===== config.mk =====
export PLATFORM = sky130hd
export DESIGN_NAME = hill_cipher_2x2_mod26_flat
export DESIGN_NICKNAME = d
export VERILOG_FILES = /design/src/rtl/core/hc_pkg.sv /design/src/rtl/core/hc_in_if.sv /design/src/rtl/core/hc_out_if.sv /design/src/rtl/core/hc_pipe_ctrl.sv /design/src/rtl/core/hc_front.sv /design/src/rtl/core/hc_inverse.sv /design/src/rtl/core/hc_apply.sv /design/src/rtl/core/hill_cipher_2x2_mod26.sv /design/src/flat_wrapper.sv
export SDC_FILE = /design/constraint.sdc
export NUM_CORES = 2
export LEC_CHECK = 0
export BUFFER_PORTS_ARGS = -buffer_cell sky130_fd_sc_hd__buf_2
export CORE_MARGIN = 3
export CORE_UTILIZATION = 61
export DETAILED_ROUTE_END_ITERATION = 8
export MAX_ROUTING_LAYER = met4
export PLACE_DENSITY = 0.77
export SKIP_CTS_REPAIR_TIMING = 1
export SLEW_MARGIN = 20
export SYNTH_ARGS = -nofsm -noshare
export SYNTH_HDL_FRONTEND = slang
export SYNTH_HIERARCHICAL = 1
export SYNTH_SLANG_ARGS = --single-unit
export TNS_END_PERCENT = 10

===== constraint.sdc =====
create_clock -name i_clk -period 17.62 [get_ports i_clk]
set_input_delay 2.643 -clock i_clk [delete_from_list [all_inputs] [get_ports i_clk]]
set_output_delay 2.643 -clock i_clk [all_outputs]
set_load 0.01 [all_outputs]

===== src/rtl/core/hc_pkg.sv =====
// Shared types, constants and arithmetic helpers of the 2x2 mod-26 Hill cipher.
package hc_pkg;

    localparam int unsigned ALPHA      = 26;
    localparam int unsigned NUM_STAGES = 7;
    localparam int unsigned LETTER_W   = 5;
    localparam int unsigned CHAR_W     = 8;
    localparam int unsigned OUT_W      = 7;
    localparam int unsigned CFG_IDX_W  = 2;
    localparam int unsigned CFG_DATA_W = 5;

    // Bias that keeps the determinant difference non-negative (ALPHA squared).
    localparam logic [10:0] DET_BIAS   = 11'(ALPHA * ALPHA);
    // Reciprocal of ALPHA scaled by two to the sixteenth, rounded up.
    localparam logic [11:0] RECIP_26   = 12'd2521;
    localparam logic [OUT_W-1:0] ASCII_LOWER_A = 7'd97;

    typedef enum logic [CFG_IDX_W-1:0] {
        CFG_KEY_TOP_LEFT     = 2'd0,
        CFG_KEY_TOP_RIGHT    = 2'd1,
        CFG_KEY_BOTTOM_LEFT  = 2'd2,
        CFG_KEY_BOTTOM_RIGHT = 2'd3
    } t_cfg_idx;

    typedef enum logic {
        OP_ENCRYPT = 1'b0,
        OP_DECRYPT = 1'b1
    } t_op;

    // A 2x2 matrix of residues, used both for the key and the working matrix.
    typedef struct packed {
        logic [LETTER_W-1:0] tl;
        logic [LETTER_W-1:0] tr;
        logic [LETTER_W-1:0] bl;
        logic [LETTER_W-1:0] br;
    } t_mat;

    // Per-item fields that ride along the pipeline with the arithmetic.
    typedef struct packed {
        t_op                 op;
        logic [LETTER_W-1:0] p0;
        logic [LETTER_W-1:0] p1;
        logic                bad_char;
        logic                bad_key;
    } t_item;

    typedef logic [NUM_STAGES-1:0] t_stage_en;

    // Residue modulo 26 of an 11-bit value, by reciprocal multiply and one correction.
    function automatic logic [LETTER_W-1:0] mod26(input logic [10:0] x);
        logic [22:0] prod;
        logic [6:0]  q;
        logic [10:0] qm;
        logic [10:0] rem;
        prod = 23'(x) * 23'(RECIP_26);
        q    = prod[22:16];
        qm   = (11'(q) << 4) + (11'(q) << 3) + (11'(q) << 1);
        rem  = x - qm;
        if (rem >= 11'(ALPHA)) begin
            rem = rem - 11'(ALPHA);
        end
        return rem[LETTER_W-1:0];
    endfunction

    // Multiplicative inverse modulo 26; zero where the residue has none.
    function automatic logic [LETTER_W-1:0] inv26(input logic [LETTER_W-1:0] d);
        logic [LETTER_W-1:0] r;
        case (d)
            5'd1:    r = 5'd1;
            5'd3:    r = 5'd9;
            5'd5:    r = 5'd21;
            5'd7:    r = 5'd15;
            5'd9:    r = 5'd3;
            5'd11:   r = 5'd19;
            5'd15:   r = 5'd7;
            5'd17:   r = 5'd23;
            5'd19:   r = 5'd11;
            5'd21:   r = 5'd5;
            5'd23:   r = 5'd17;
            5'd25:   r = 5'd25;
            default: r = 5'd0;
        endcase
        return r;
    endfunction

    // Letter index of an ASCII byte in either case; non-letters give zero.
    function automatic logic [LETTER_W-1:0] letter_value(input logic [CHAR_W-1:0] c);
        logic [CHAR_W-1:0] v;
        v = '0;
        if (c inside {[8'd65:8'd90]}) begin
            v = c - 8'd65;
        end else if (c inside {[8'd97:8'd122]}) begin
            v = c - 8'd97;
        end
        return v[LETTER_W-1:0];
    endfunction

    function automatic logic is_letter(input logic [CHAR_W-1:0] c);
        return (c inside {[8'd65:8'd90], [8'd97:8'd122]});
    endfunction

    // Reduce a 5-bit register value into 0..25.
    function automatic logic [LETTER_W-1:0] reduce_key(input logic [LETTER_W-1:0] k);
        return (k >= 5'(ALPHA)) ? (k - 5'(ALPHA)) : k;
    endfunction

endpackage


===== src/rtl/core/hc_in_if.sv =====
// Input channel of the Hill cipher: operation and a pair of ASCII characters.
interface hc_in_if;
    logic                          valid;
    logic                          ready;
    logic                          op;
    logic [hc_pkg::CHAR_W-1:0]     first_char;
    logic [hc_pkg::CHAR_W-1:0]     second_char;

    modport source (output valid, op, first_char, second_char, input ready);
    modport sink   (input valid, op, first_char, second_char, output ready);
endinterface


===== src/rtl/core/hc_out_if.sv =====
// Output channel of the Hill cipher: two lowercase letters and two flags.
interface hc_out_if;
    logic                          valid;
    logic                          ready;
    logic [hc_pkg::OUT_W-1:0]      first_out;
    logic [hc_pkg::OUT_W-1:0]      second_out;
    logic                          bad_key;
    logic                          bad_char;

    modport source (output valid, first_out, second_out, bad_key, bad_char, input ready);
    modport sink   (input valid, first_out, second_out, bad_key, bad_char, output ready);
endinterface


===== src/rtl/core/hc_pipe_ctrl.sv =====
// Valid bits and per-stage load enables of the Hill cipher pipeline.
module hc_pipe_ctrl (
    input  logic              i_clk,
    input  logic              i_rst_n,
    input  logic              i_in_valid,
    input  logic              i_out_ready,
    output logic              o_in_ready,
    output logic              o_out_valid,
    output hc_pkg::t_stage_en o_en
);

    hc_pkg::t_stage_en r_valid;
    hc_pkg::t_stage_en n_valid;
    hc_pkg::t_stage_en en;

    // A stage loads when it is empty or its contents move on this cycle.
    always_comb begin
        en[hc_pkg::NUM_STAGES-1] = !r_valid[hc_pkg::NUM_STAGES-1] || i_out_ready;
        for (int k = hc_pkg::NUM_STAGES - 2; k >= 0; k--) begin
            en[k] = !r_valid[k] || en[k+1];
        end
    end

    always_comb begin
        n_valid = r_valid;
        if (en[0]) begin
            n_valid[0] = i_in_valid;
        end
        for (int k = 1; k < hc_pkg::NUM_STAGES; k++) begin
            if (en[k]) begin
                n_valid[k] = r_valid[k-1];
            end
        end
    end

    always_ff @(posedge i_clk) begin
        if (!i_rst_n) begin
            r_valid <= '0;
        end else begin
            r_valid <= n_valid;
        end
    end

    assign o_en        = en;
    assign o_in_ready  = en[0];
    assign o_out_valid = r_valid[hc_pkg::NUM_STAGES-1];

endmodule


===== src/rtl/core/hc_front.sv =====
// Entry stage: letter decoding of both characters and key reduction.
module hc_front (
    input  logic                      i_clk,
    input  logic                      i_en,
    input  logic                      i_op,
    input  logic [hc_pkg::CHAR_W-1:0] i_first_char,
    input  logic [hc_pkg::CHAR_W-1:0] i_second_char,
    input  hc_pkg::t_mat              i_key,
    output hc_pkg::t_item             o_item,
    output hc_pkg::t_mat              o_key
);

    hc_pkg::t_item r_item;
    hc_pkg::t_mat  r_key;

    always_ff @(posedge i_clk) begin
        if (i_en) begin
            r_item.op       <= hc_pkg::t_op'(i_op);
            r_item.p0       <= hc_pkg::letter_value(i_first_char);
            r_item.p1       <= hc_pkg::letter_value(i_second_char);
            r_item.bad_char <= !hc_pkg::is_letter(i_first_char) ||
                               !hc_pkg::is_letter(i_second_char);
            r_item.bad_key  <= 1'b0;
            r_key.tl        <= hc_pkg::reduce_key(i_key.tl);
            r_key.tr        <= hc_pkg::reduce_key(i_key.tr);
            r_key.bl        <= hc_pkg::reduce_key(i_key.bl);
            r_key.br        <= hc_pkg::reduce_key(i_key.br);
        end
    end

    assign o_item = r_item;
    assign o_key  = r_key;

endmodule


===== src/rtl/core/hc_inverse.sv =====
// Four stages that build the working matrix: the key, or its inverse mod 26.
module hc_inverse (
    input  logic          i_clk,
    input  logic [3:0]    i_en,
    input  hc_pkg::t_item i_item,
    input  hc_pkg::t_mat  i_key,
    output hc_pkg::t_item o_item,
    output hc_pkg::t_mat  o_mat
);

    // Stage A: the two determinant products.
    hc_pkg::t_item r_item_a;
    hc_pkg::t_mat  r_key_a;
    logic [9:0]    r_prod_main;
    logic [9:0]    r_prod_anti;

    // Stage B: determinant inverse.
    hc_pkg::t_item              r_item_b;
    hc_pkg::t_mat               r_key_b;
    logic [hc_pkg::LETTER_W-1:0] r_dinv;

    // Stage C: scaled adjugate products.
    hc_pkg::t_item r_item_c;
    hc_pkg::t_mat  r_key_c;
    logic [9:0]    r_adj_tl;
    logic [9:0]    r_adj_tr;
    logic [9:0]    r_adj_bl;
    logic [9:0]    r_adj_br;

    // Stage D: working matrix.
    hc_pkg::t_item r_item_d;
    hc_pkg::t_mat  r_mat;

    logic [10:0]                 det_sum;
    logic [hc_pkg::LETTER_W-1:0] det;
    logic [hc_pkg::LETTER_W-1:0] dinv;
    logic [hc_pkg::LETTER_W-1:0] neg_tr;
    logic [hc_pkg::LETTER_W-1:0] neg_bl;
    hc_pkg::t_item               key_item;

    always_ff @(posedge i_clk) begin
        if (i_en[0]) begin
            r_item_a    <= i_item;
            r_key_a     <= i_key;
            r_prod_main <= 10'(i_key.tl) * 10'(i_key.br);
            r_prod_anti <= 10'(i_key.tr) * 10'(i_key.bl);
        end
    end

    assign det_sum = 11'(r_prod_main) + hc_pkg::DET_BIAS - 11'(r_prod_anti);
    assign det     = hc_pkg::mod26(det_sum);
    assign dinv    = hc_pkg::inv26(det);

    // The item moves on with its bad-key flag filled in.
    always_comb begin
        key_item         = r_item_a;
        key_item.bad_key = (dinv == '0);
    end

    always_ff @(posedge i_clk) begin
        if (i_en[1]) begin
            r_item_b <= key_item;
            r_key_b  <= r_key_a;
            r_dinv   <= dinv;
        end
    end

    assign neg_tr = 5'(hc_pkg::ALPHA) - r_key_b.tr;
    assign neg_bl = 5'(hc_pkg::ALPHA) - r_key_b.bl;

    always_ff @(posedge i_clk) begin
        if (i_en[2]) begin
            r_item_c <= r_item_b;
            r_key_c  <= r_key_b;
            r_adj_tl <= 10'(r_dinv) * 10'(r_key_b.br);
            r_adj_tr <= 10'(r_dinv) * 10'(neg_tr);
            r_adj_bl <= 10'(r_dinv) * 10'(neg_bl);
            r_adj_br <= 10'(r_dinv) * 10'(r_key_b.tl);
        end
    end

    always_ff @(posedge i_clk) begin
        if (i_en[3]) begin
            r_item_d <= r_item_c;
            if (r_item_c.op == hc_pkg::OP_DECRYPT) begin
                r_mat.tl <= hc_pkg::mod26(11'(r_adj_tl));
                r_mat.tr <= hc_pkg::mod26(11'(r_adj_tr));
                r_mat.bl <= hc_pkg::mod26(11'(r_adj_bl));
                r_mat.br <= hc_pkg::mod26(11'(r_adj_br));
            end else begin
                r_mat <= r_key_c;
            end
        end
    end

    assign o_item = r_item_d;
    assign o_mat  = r_mat;

endmodule


===== src/rtl/core/hc_apply.sv =====
// Two stages that multiply the letter pair by the working matrix and format the result.
module hc_apply (
    input  logic                     i_clk,
    input  logic [1:0]               i_en,
    input  hc_pkg::t_item            i_item,
    input  hc_pkg::t_mat             i_mat,
    output logic [hc_pkg::OUT_W-1:0] o_first_out,
    output logic [hc_pkg::OUT_W-1:0] o_second_out,
    output logic                     o_bad_key,
    output logic                     o_bad_char
);

    hc_pkg::t_item              r_item;
    logic [10:0]                r_sum0;
    logic [10:0]                r_sum1;
    logic [hc_pkg::OUT_W-1:0]   r_first_out;
    logic [hc_pkg::OUT_W-1:0]   r_second_out;
    logic                       r_bad_key;
    logic                       r_bad_char;

    logic [hc_pkg::LETTER_W-1:0] c0;
    logic [hc_pkg::LETTER_W-1:0] c1;
    logic                        force_a;

    always_ff @(posedge i_clk) begin
        if (i_en[0]) begin
            r_item <= i_item;
            r_sum0 <= 11'(i_mat.tl) * 11'(i_item.p0) + 11'(i_mat.tr) * 11'(i_item.p1);
            r_sum1 <= 11'(i_mat.bl) * 11'(i_item.p0) + 11'(i_mat.br) * 11'(i_item.p1);
        end
    end

    // Decryption under a key with no inverse yields the letter a for both outputs.
    assign force_a = (r_item.op == hc_pkg::OP_DECRYPT) && r_item.bad_key;
    assign c0      = force_a ? '0 : hc_pkg::mod26(r_sum0);
    assign c1      = force_a ? '0 : hc_pkg::mod26(r_sum1);

    always_ff @(posedge i_clk) begin
        if (i_en[1]) begin
            r_first_out  <= hc_pkg::ASCII_LOWER_A + 7'(c0);
            r_second_out <= hc_pkg::ASCII_LOWER_A + 7'(c1);
            r_bad_key    <= r_item.bad_key;
            r_bad_char   <= r_item.bad_char;
        end
    end

    assign o_first_out  = r_first_out;
    assign o_second_out = r_second_out;
    assign o_bad_key    = r_bad_key;
    assign o_bad_char   = r_bad_char;

endmodule


===== src/rtl/core/hill_cipher_2x2_mod26.sv =====
// Top level of the two-letter Hill cipher over the 26-letter alphabet.
//
// This block enciphers or deciphers one pair of ASCII letters per beat with a
// 2x2 key matrix held in four 5-bit configuration registers (reset to the
// identity). Each input beat carries an operation bit and two characters of
// either case; each output beat carries two lowercase letters plus two flags:
// bad_key when the key determinant has no inverse modulo 26 (decryption then
// returns the letters a), and bad_char when either input byte was not a
// letter (that byte counts as a). Key values of 26 to 31 are used reduced
// modulo 26. The datapath is a seven-stage pipeline: it takes one beat every
// clock cycle as long as the output side keeps ready high, and the edge that
// accepts an input beat loads the first stage, from which the beat moves in
// order through the later stages to the output. When the output side stalls, the
// stages fill up behind the held result and input ready falls only once every
// stage is occupied, so no beat is lost or repeated. The register stages are
// letter decoding, the determinant products, the determinant inverse, the
// scaled adjugate, the working matrix, the matrix-vector product, and the
// final reduction that forms the letters.
//
// The key is sampled when a beat enters the pipeline, so a configuration
// write takes effect for the next beat accepted after it. Write the key only
// while no beat is in flight.

module hill_cipher_2x2_mod26 (
    input  logic                          i_clk,
    input  logic                          i_rst_n,
    input  logic                          i_cfg_we,
    input  logic [hc_pkg::CFG_IDX_W-1:0]  i_cfg_idx,
    input  logic [hc_pkg::CFG_DATA_W-1:0] i_cfg_data,
    hc_in_if.sink                         i_req,
    hc_out_if.source                      o_rsp
);

    // Key registers; the reset value is the identity matrix.
    hc_pkg::t_mat r_key;

    always_ff @(posedge i_clk) begin
        if (!i_rst_n) begin
            r_key.tl <= 5'd1;
            r_key.tr <= 5'd0;
            r_key.bl <= 5'd0;
            r_key.br <= 5'd1;
        end else if (i_cfg_we) begin
            case (hc_pkg::t_cfg_idx'(i_cfg_idx))
                hc_pkg::CFG_KEY_TOP_LEFT:     r_key.tl <= i_cfg_data;
                hc_pkg::CFG_KEY_TOP_RIGHT:    r_key.tr <= i_cfg_data;
                hc_pkg::CFG_KEY_BOTTOM_LEFT:  r_key.bl <= i_cfg_data;
                hc_pkg::CFG_KEY_BOTTOM_RIGHT: r_key.br <= i_cfg_data;
                default: ;
            endcase
        end
    end

    // Stage enables come from a single valid chain; each stage loads when it
    // is empty or when the stage after it takes its contents.
    hc_pkg::t_stage_en en;

    hc_pipe_ctrl u_ctrl (
        .i_clk       (i_clk),
        .i_rst_n     (i_rst_n),
        .i_in_valid  (i_req.valid),
        .i_out_ready (o_rsp.ready),
        .o_in_ready  (i_req.ready),
        .o_out_valid (o_rsp.valid),
        .o_en        (en)
    );

    hc_pkg::t_item front_item;
    hc_pkg::t_mat  front_key;
    hc_pkg::t_item inv_item;
    hc_pkg::t_mat  inv_mat;

    // Stage 1: decode letters, flag non-letters, reduce the key.
    hc_front u_front (
        .i_clk         (i_clk),
        .i_en          (en[0]),
        .i_op          (i_req.op),
        .i_first_char  (i_req.first_char),
        .i_second_char (i_req.second_char),
        .i_key         (r_key),
        .o_item        (front_item),
        .o_key         (front_key)
    );

    // Stages 2 to 5: determinant, its inverse, and the working matrix.
    hc_inverse u_inverse (
        .i_clk  (i_clk),
        .i_en   (en[4:1]),
        .i_item (front_item),
        .i_key  (front_key),
        .o_item (inv_item),
        .o_mat  (inv_mat)
    );

    // Stages 6 and 7: matrix-vector product and the output register.
    hc_apply u_apply (
        .i_clk        (i_clk),
        .i_en         (en[6:5]),
        .i_item       (inv_item),
        .i_mat        (inv_mat),
        .o_first_out  (o_rsp.first_out),
        .o_second_out (o_rsp.second_out),
        .o_bad_key    (o_rsp.bad_key),
        .o_bad_char   (o_rsp.bad_char)
    );

endmodule

===== src/flat_wrapper.sv =====
// flat-port wrapper written by rule: the top's interface ports become plain ports
module hill_cipher_2x2_mod26_flat 
  (i_clk, i_rst_n, i_cfg_we, i_cfg_idx, i_cfg_data, i_req_valid, i_req_op, i_req_first_char, i_req_second_char, i_req_ready, o_rsp_valid, o_rsp_first_out, o_rsp_second_out, o_rsp_bad_key, o_rsp_bad_char, o_rsp_ready);
  hc_in_if i_req_i ();
  hc_out_if o_rsp_i ();
  input  logic i_clk;
  input  logic i_rst_n;
  input  logic i_cfg_we;
  input  logic [hc_pkg::CFG_IDX_W-1:0] i_cfg_idx;
  input  logic [hc_pkg::CFG_DATA_W-1:0] i_cfg_data;
  input wire logic [$bits(i_req_i.valid)-1:0] i_req_valid;
  input wire logic [$bits(i_req_i.op)-1:0] i_req_op;
  input wire logic [$bits(i_req_i.first_char)-1:0] i_req_first_char;
  input wire logic [$bits(i_req_i.second_char)-1:0] i_req_second_char;
  output wire logic [$bits(i_req_i.ready)-1:0] i_req_ready;
  output wire logic [$bits(o_rsp_i.valid)-1:0] o_rsp_valid;
  output wire logic [$bits(o_rsp_i.first_out)-1:0] o_rsp_first_out;
  output wire logic [$bits(o_rsp_i.second_out)-1:0] o_rsp_second_out;
  output wire logic [$bits(o_rsp_i.bad_key)-1:0] o_rsp_bad_key;
  output wire logic [$bits(o_rsp_i.bad_char)-1:0] o_rsp_bad_char;
  input wire logic [$bits(o_rsp_i.ready)-1:0] o_rsp_ready;
  assign i_req_i.valid = i_req_valid;
  assign i_req_i.op = i_req_op;
  assign i_req_i.first_char = i_req_first_char;
  assign i_req_i.second_char = i_req_second_char;
  assign i_req_ready = i_req_i.ready;
  assign o_rsp_valid = o_rsp_i.valid;
  assign o_rsp_first_out = o_rsp_i.first_out;
  assign o_rsp_second_out = o_rsp_i.second_out;
  assign o_rsp_bad_key = o_rsp_i.bad_key;
  assign o_rsp_bad_char = o_rsp_i.bad_char;
  assign o_rsp_i.ready = o_rsp_ready;
  hill_cipher_2x2_mod26 u_core (.i_clk(i_clk), .i_rst_n(i_rst_n), .i_cfg_we(i_cfg_we), .i_cfg_idx(i_cfg_idx), .i_cfg_data(i_cfg_data), .i_req(i_req_i), .o_rsp(o_rsp_i));
endmodule

==> results.yml <==
placed_design:
  numPortBuffers: 46
  gp_congestion: 0.8661
  dp_worst_setup_slack_ps: 6304
  place_hpwl_mm: 59.91
timing:
  min_period_ps: 11500
  tightest_slew_ps: 1046
  setup_viol: 0
  slew_headroom: 0.3025
  finalCritPeriodShare: 0.6529
  hold_viol_final: 0
  report.final.slew_viol_count: 0
  fin_ws_ps: 6117
  skew_ps: 17.10
  rsz0062_at_grt: "false"
  finalSetupTns_ps: 0
  fmax_mhz: 86.93
finish:
  fillCellCount: 4842
  final_util: 0.6551
  area_delta_synth_final_pct: 6.133
  final_layout_size_suffix_gt1_frac: 0.04970
  seqCellArea_mm2: 0.008618
  multi_input_area_mm2: 0.02723
  nets: 5024
synth:
  syn-num-nets: 4968
  ys_warn_count: 6
  syn_area_per_cell_um2: 10.37
  syn_area_mm2: 0.03901
  netlist_instances: 3761
routing:
  drc: 0
  wl_mm: 73.02
  avgRoutedWirePerCell_um: 15.57
  vias: 25570
  vias_per_cell: 5.451
  drtPass1Iterations: 7
  antenna_left: 0
  drtIter0Drc: 1255
clocking:
  cts.sinks: 296
  htreeDepth: 2
  cts_buffer_depth: 3
  cts_inserted_buffers: 35
  path_clk_slew_ps: 60
  cts_tree: "done"
  clock_latency_ps: 560
  cts_root_buf: "clkbuf_16"
global_route:
  grt_pass1_wl_mm: 126.1
  antenna_found_initial: 1
  grt_pass1_vias: 26470
  grt_overflow: 0
  grt_usage: 0.2338
  grt_max_degree: 75
critical_path:
  r2r_cells: 46
  start_kind: "flip-flop"
  path_buf_inv: 4
  critical_path_class: "flip-flop to flip-flop"
  r2r_setup_slack_ps: 6120
  crit_path_frequent_cell: "ha_1"
  r2r-start: "u_core/u_inverse/r_prod_main[1]"
  arrival_ps: 11810
  crit_required_ps: 17930
  crit_path_max_incr_delay_ps: 560
  cp_slowest_cell: "fa_1"
  rr_endpoint: "u_core/u_inverse/r_dinv[3]"
  end_kind: "flip-flop"
  crit_fanout: 9
  cp_top_family: "adder cells"
floorplan:
  initial_core_util: 0.6173
  die_y_um: 258.9
  io_pins: 47
  die_x_um: 258.9
  dieArea_mm2: 0.06702
  fp-row-count: 92
  core_area_mm2: 0.06320
min_path:
  hold_path.class: "flip-flop to flip-flop"
  hold_end: "u_core/u_apply/r_item[12]"
  min_path_cells: 0
  min_from: "u_core/u_inverse/o_item[12]"
job:
  cap_violations: 0
outcome:
  status: "complete, no violations"
## metrics by stage
stage / instances / hold slack [ps] / area (um2)
6_report: 4690 / 412.2 / 41400
3_3_place_gp: 4626 / 400.2 / 40200
3_5_place_dp: 4626 / 404.5 / 40200
5_1_grt: 4690 / 421.5 / 41400
2_1_floorplan: 3761 / 400.3 / 39010
4_1_cts: 4689 / 416.4 / 41400
## placed cells by master (no fill, tap or decap), drive strengths merged, types with 6 or more instances in the layout
master,n
nor2,113
nand4,9
nor3,35
nand3,29
dfxtp,27
a31oi,20
clkinv,6
nor3b,10
xor2,52
nand2b,25
edfxtp,269
a2111oi,10
and3,11
nand3b,9
o21ai,76
a21o,39
or2,17
a211oi,26
o21bai,37
mux2,13
xnor2,136
and2,167
or3,17
fa,400
a21oi,163
nor2b,41
o31ai,16
o211ai,10
a211o,12
buf,53
o21a,30
a21boi,15
clkbuf,44
a31o,7
nand2,190
o2111ai,10
ha,778
inv,805
mux2i,36
## worst max-delay path by stage
stage	start	to	slack, ps	depth (start not counted)
final	u_core/u_inverse/r_prod_main[1]	u_core/u_inverse/r_dinv[3]	6120	46
after global routing	u_core/u_inverse/r_prod_anti[1]	u_core/u_inverse/r_dinv[3]	5420	49
after CTS	u_core/u_inverse/r_prod_main[1]	u_core/u_inverse/r_dinv[3]	6200	46
after detailed placement	u_core/u_inverse/r_prod_main[1]	u_core/u_inverse/r_dinv[3]	6300	46
after global placement	u_core/u_inverse/r_prod_main[1]	u_core/u_inverse/r_dinv[3]	6590	46
after floorplan	u_core/u_inverse/r_prod_main[1]	u_core/u_inverse/r_dinv[2]	7360	47
## cell type report
class / instances / area share
multi-input cells: 2630 / 0.6578
flip-flops and latches: 296 / 0.2082
inverters: 801 / 0.07262
well taps: 846 / 0.02557
clock buffers: 44 / 0.02221
repair buffers: 53 / 0.006830
clock inverters: 19 / 0.006769
diodes: 1 / 0.00006044
## metal layers
metal,vias up,wire (um),part of all wire,global-route usage
li1,12690,-,-,-
met1,12420,33410,0.46,0.3033
met2,373,35940,0.49,0.4016
met3,89,2327,0.032,0.02306
met4,0,1339,0.018,0.04776
met5,-,0,0,-
## registers in the layout (all words and copies together), names as in the netlist, 11 cells and up
signal                     cells
u_core/u_inverse/o_mat        20
u_core/r_key                  20
u_core/u_inverse/r_key_c      20
u_core/u_inverse/r_item_c     13
u_core/u_inverse/r_key_a      20
u_core/u_apply/r_sum1         11
u_core/u_apply/r_sum0         11
u_core/u_front/o_key          20
u_core/u_front/o_item         12
u_core/u_inverse/r_item_b     13
u_core/u_inverse/key_item     12
u_core/u_inverse/o_item       13
u_core/u_inverse/r_key_b      20
Power is not shown: default switching activity piles up to over one toggle a cycle in this logic, so the estimate is an artifact.
